===== src/hdl/mplm_ram.sv =====
// generic single-write, single-read ram with registered read data
// no dependencies
`timescale 1ns / 1ps

module mplm_ram #(
  parameter int WIDTH = 8,
  parameter int DEPTH = 16
) (
  input  logic                     clk,
  input  logic                     we,
  input  logic [$clog2(DEPTH)-1:0] waddr,
  input  logic [WIDTH-1:0]         wdata,
  input  logic [$clog2(DEPTH)-1:0] raddr,
  output logic [WIDTH-1:0]         rdata
);

  logic [WIDTH-1:0] mem [DEPTH];

  always_ff @(posedge clk) begin
    if (we) begin
      mem[waddr] <= wdata;
    end
    rdata <= mem[raddr];
  end

endmodule


===== config.mk =====
export PLATFORM = sky130hd
export DESIGN_NAME = mplm_ram
export DESIGN_NICKNAME = d
export VERILOG_FILES = /design/src/hdl/mplm_ram.sv
export SDC_FILE = /design/constraint.sdc
export NUM_CORES = 1
export LEC_CHECK = 0
export BUFFER_PORTS_ARGS = -buffer_cell sky130_fd_sc_hd__buf_4
export CORE_UTILIZATION = 60
export DETAILED_ROUTE_END_ITERATION = 8
export PLACE_DENSITY = 0.81
export SYNTH_ARGS = -nofsm -noshare
export SYNTH_HDL_FRONTEND = slang
export SYNTH_SLANG_ARGS = --single-unit
export TNS_END_PERCENT = 100

===== constraint.sdc =====
create_clock -name clk -period 4.57 [get_ports clk]
set_input_delay 1.371 -clock clk [delete_from_list [all_inputs] [get_ports clk]]
set_output_delay 1.371 -clock clk [all_outputs]
set_load 0.02 [all_outputs]

=== Word level (Yosys, flattened, before mapping) ===
Memories as Yosys holds them, arrays and structs flattened. A register that Yosys moved wholly into a read port is not among the register bits.
Index checks and enable logic that the tools add are counted.

* Input port bits: 18
* Word-level logic and storage cells: 3
* Memories: 1
* Register bits: 0
* Memory bits (writable): 128

{| class="wikitable"
|+ Memories
! name !! depth !! bits a word !! read ports !! clocked after Yosys merged registers in !! write ports !! RTL line !! text
|-
| mem || 16 || 8 || 1 || 1 || 1 || 17 || <nowiki>logic [WIDTH-1:0] mem [DEPTH];</nowiki>
|}

* Multiplexer cells: 2

{| class="wikitable"
|+ Operators by type and width
! kind !! count
|-
| 1-bit two-way mux || 2
|}

=== Depth between registers and ports, before layout ===
* Word-level depth: 2
* Depth in mapped cells: 5
* Mapped depth without buffers: 3

=== Least setup slack after synthesis ===
OpenSTA, ideal clock, no wires.

* Kind: input -> register
* Start point: in waddr[2]
* End point: mem mem[0][0] (enable)
* Arrival: 2.481 ns
* Data required time: 4.187 ns
* Path slack: 1.706 ns
* Buffers on the path: 0
* Setup time: 0.383 ns
* Cell stages on the path: 2
* Cell sequence: or3b_2 nor3_1

{| class="wikitable"
|+ RTL lines
! item !! RTL line !! text
|-
| from (decl) || 11 || <nowiki>input logic [$clog2(DEPTH)-1:0] waddr,</nowiki>
|-
| to (decl) || 17 ||
|}

Straight into the memory's write port.

=== Final worst setup path ===
* Start point: in waddr[2]
* End point: mem mem[8][5] (enable)

Straight into the memory's write port.

==> summary.txt <==
Logic synthesis
  • Post-Synthesis Cell Area: 5150 sq um
  • Sequential element share of the synthesized area: 0.778
  • Syn avg cell area: 22.5 sq um
  • Top cells by area, synth: edfxtp_1 75%, mux4_2 7.9%, mux4_1 7.1%, dfxtp_1 3.1%, a22oi_1 2.3%
  • Post-synth ARST share: 0
  • Post-Syn Instances: 229
  • Area leader, netlist: edfxtp_1
  • Share of the synthesized area in the top cell type: 0.747
  • Synthesis Warnings: 0
  • EDFF count, synth: 128
  • Top-count cell post-synth: edfxtp_1
  • Most used DFF post-synth: edfxtp_1
  • Synth cell types: 19
  • Synth Net Count: 247
  • Seq cells post-synth: 136
  • Synth top cells by count: 128 x edfxtp_1, 18 x mux4_2, 16 x a22oi_1

Clock network
  • CTS Hold Bufs: 0
  • # H-tree levels: 4
  • Clock Latency Late Sink: 0.52 ns
  • Post-CTS Setup Repair Bufs: 0
  • CTS root buf: clkbuf_8
  • Clock transition at path regs: 0.06 ns
  • Clock sink count: 136
  • CTS tree: done
  • Number of buffers created by CTS: 17
  • CTS resizes: 0
  • Max clock buf depth: 2

Worst setup path
  • CP startpoint: waddr[2]
  • Kind of cell adding the most delay to the critical path: simple AND/OR/NAND/NOR gates
  • Cells along the critical path: buf_4, nand3b_1, nor3_1
  • Critical Path RT: 4.69 ns
  • Critical path class: in2reg
  • Worst setup SP type: input pin
  • Max incr delay on CP: 1.04 ns
  • Worst Setup End Kind: flop
  • RR Startpoint: mem[8][3]
  • CP max stage cell: nor3_1
  • CP max FO: 8
  • Buffers and inverters on the worst path: 1
  • Worst Path Arrival: 2.79 ns

Layout
  • Diode count: 0
  • Seq. cell area: 4000 sq um
  • Share of layout cells above drive strength 1: 0.268
  • Synth-to-Final Area Change: 16.4%
  • Footprint of the multi-input gates: 1060 sq um
  • Number of nets in the layout: 282
  • Fill count: 466

Drt
  • Wire per inst: 24.9 um
  • Vias: 2,432
  • Final wirelength: 9.49 mm
  • Via/cell ratio: 6.38
  • Number of remaining DRC errors: 0
  • Iter 0 DRT Violations: 308
  • 1st-pass router iterations: 6
  • Routed Antenna Nets: 0

Timing
  • Max Fclk: 375 MHz
  • Minimum clock period: 2.67 ns
  • Worst Hold Slack: 0.667 ns
  • Finish-stage setup viols: 0
  • Final period utilization: 0.584
  • Pins Over Slew Limit: 0
  • Measured slew at the worst slew-check pin: 1.30 ns
  • Setup_tns: 0 ns
  • Setup repair after global routing missed its margin: false
  • Hold Fails Final Rpt: 0
  • Clock Skews: 0.0109 ns
  • Slew HR: 0.125

Placed design
  • Dpl hpwl: 5.84 mm
  • Final Wtd Congestion: 0.793
  • IO Port Bufs: 25

Run
  • Max-cap violations: 0

Global routing
  • Antenna violations before repair: 0
  • Via count of the first global-routing pass: 2,421
  • Pin count of the biggest net entering global routing: 33
  • First-pass GRT wire length: 14.4 mm
  • Tot GR Track Use: 0.244
  • Grt total ovfl: 0

Min path
  • HP Class: reg2reg
  • Worst Hold Launch: mem[14][4]

Floorplanning
  • Die ar.: 8950 sq um
  • Core area: 8260 sq um
  • IO Pins: 26
  • Die extent in x: 94.6 um
  • Die Y: 94.6 um
  • Count of standard-cell rows: 33
  • Starting density of the core: 0.623

Power and ir drop
  • Max rail drop VDD: 0.000380 V
  • Power per Cell Area: 486 nW/um^2
  • Static Leak: 0.00201 uW

Run status
  • Outcome: complete, no violations
routing by layer:
metal / track usage / vias up / wire (um)
li1: - / 1039 / -
met1: 0.324 / 1233 / 3890
met2: 0.388 / 148 / 4750
met3: 0.0789 / 12 / 740
met4: 0.0783 / 0 / 115
met5: 0 / - / 0
flip-flops by register name, indices dropped and copies added, names as in the netlist:
signal,count
mem,128
rdata,8
final timing paths:
check,endpoint,slack (ns),cells past startpoint
worst max-delay path,mem[8][5],1.90,3
worst min-delay path,rdata[4],0.67,3
worst max register to register,rdata[3],3.18,3
worst min register to register,rdata[4],0.67,3
area by class of cell:
type / instances / area share
sequential: 136 / 0.668
clock inverter: 14 / 0.0305
multi-input combinational: 83 / 0.177
timing repair buffer: 26 / 0.0326
tap: 105 / 0.0219
clock buffer: 17 / 0.0691
cells by family after synthesis:
kind of cell / Yosys count / synth area share
flip-flops: 136 / 0.778
AND/OR/NAND/NOR: 35 / 0.0318
multiplexers: 32 / 0.150
AO/OA/AOI/OAI: 16 / 0.0233
buffers and inverters: 10 / 0.0168
stage by stage:
stage,power (uW),utilization,cell area (sq um),instances,setup WS [ns]
after floorplan,1510,-,5150,229,1.71
after global placement,1560,0.653,5390,350,1.46
after detailed placement,1570,0.653,5390,350,1.39
after CTS,2910,0.725,5990,381,1.92
after global routing,2980,0.725,5990,381,1.83
final,2910,0.725,5990,381,1.90
tightest hold or removal path: cells and delay by family (launching register included):
kind / cells / cell delay, ns
muxes: 1 / 0.22
and+or+nand+nor: 1 / 0.05
AOI/OAI and AO/OA: 1 / 0.06
DFF: 1 / 0.31
layout by cell type, fill, tap and decap left out:
master / instances
clkinvlp_4: 2
clkbuf_16: 16
clkbuf_8: 1
and2_1: 1
clkinv_4: 3
bufinv_16: 4
dfxtp_1: 8
a22oi_1: 16
buf_4: 26
and2b_1: 1
nor2_1: 13
or3b_2: 1
nor3_1: 3
edfxtp_1: 128
nor2b_1: 1
nand2_1: 9
nand2b_1: 2
mux4_1: 14
nand3_1: 1
nand3b_1: 2
clkinv_1: 3
clkinv_2: 2
nor3_2: 1
mux4_2: 18
power by group:
part / internal (uW) / switching (uW) / total, uW
logic: 58.5 / 79.6 / 138
registers: 1400 / 10.0 / 1410
clock network: 876 / 489 / 1370
total: 2330 / 579 / 2910
Power figures use the tool's default switching activity.
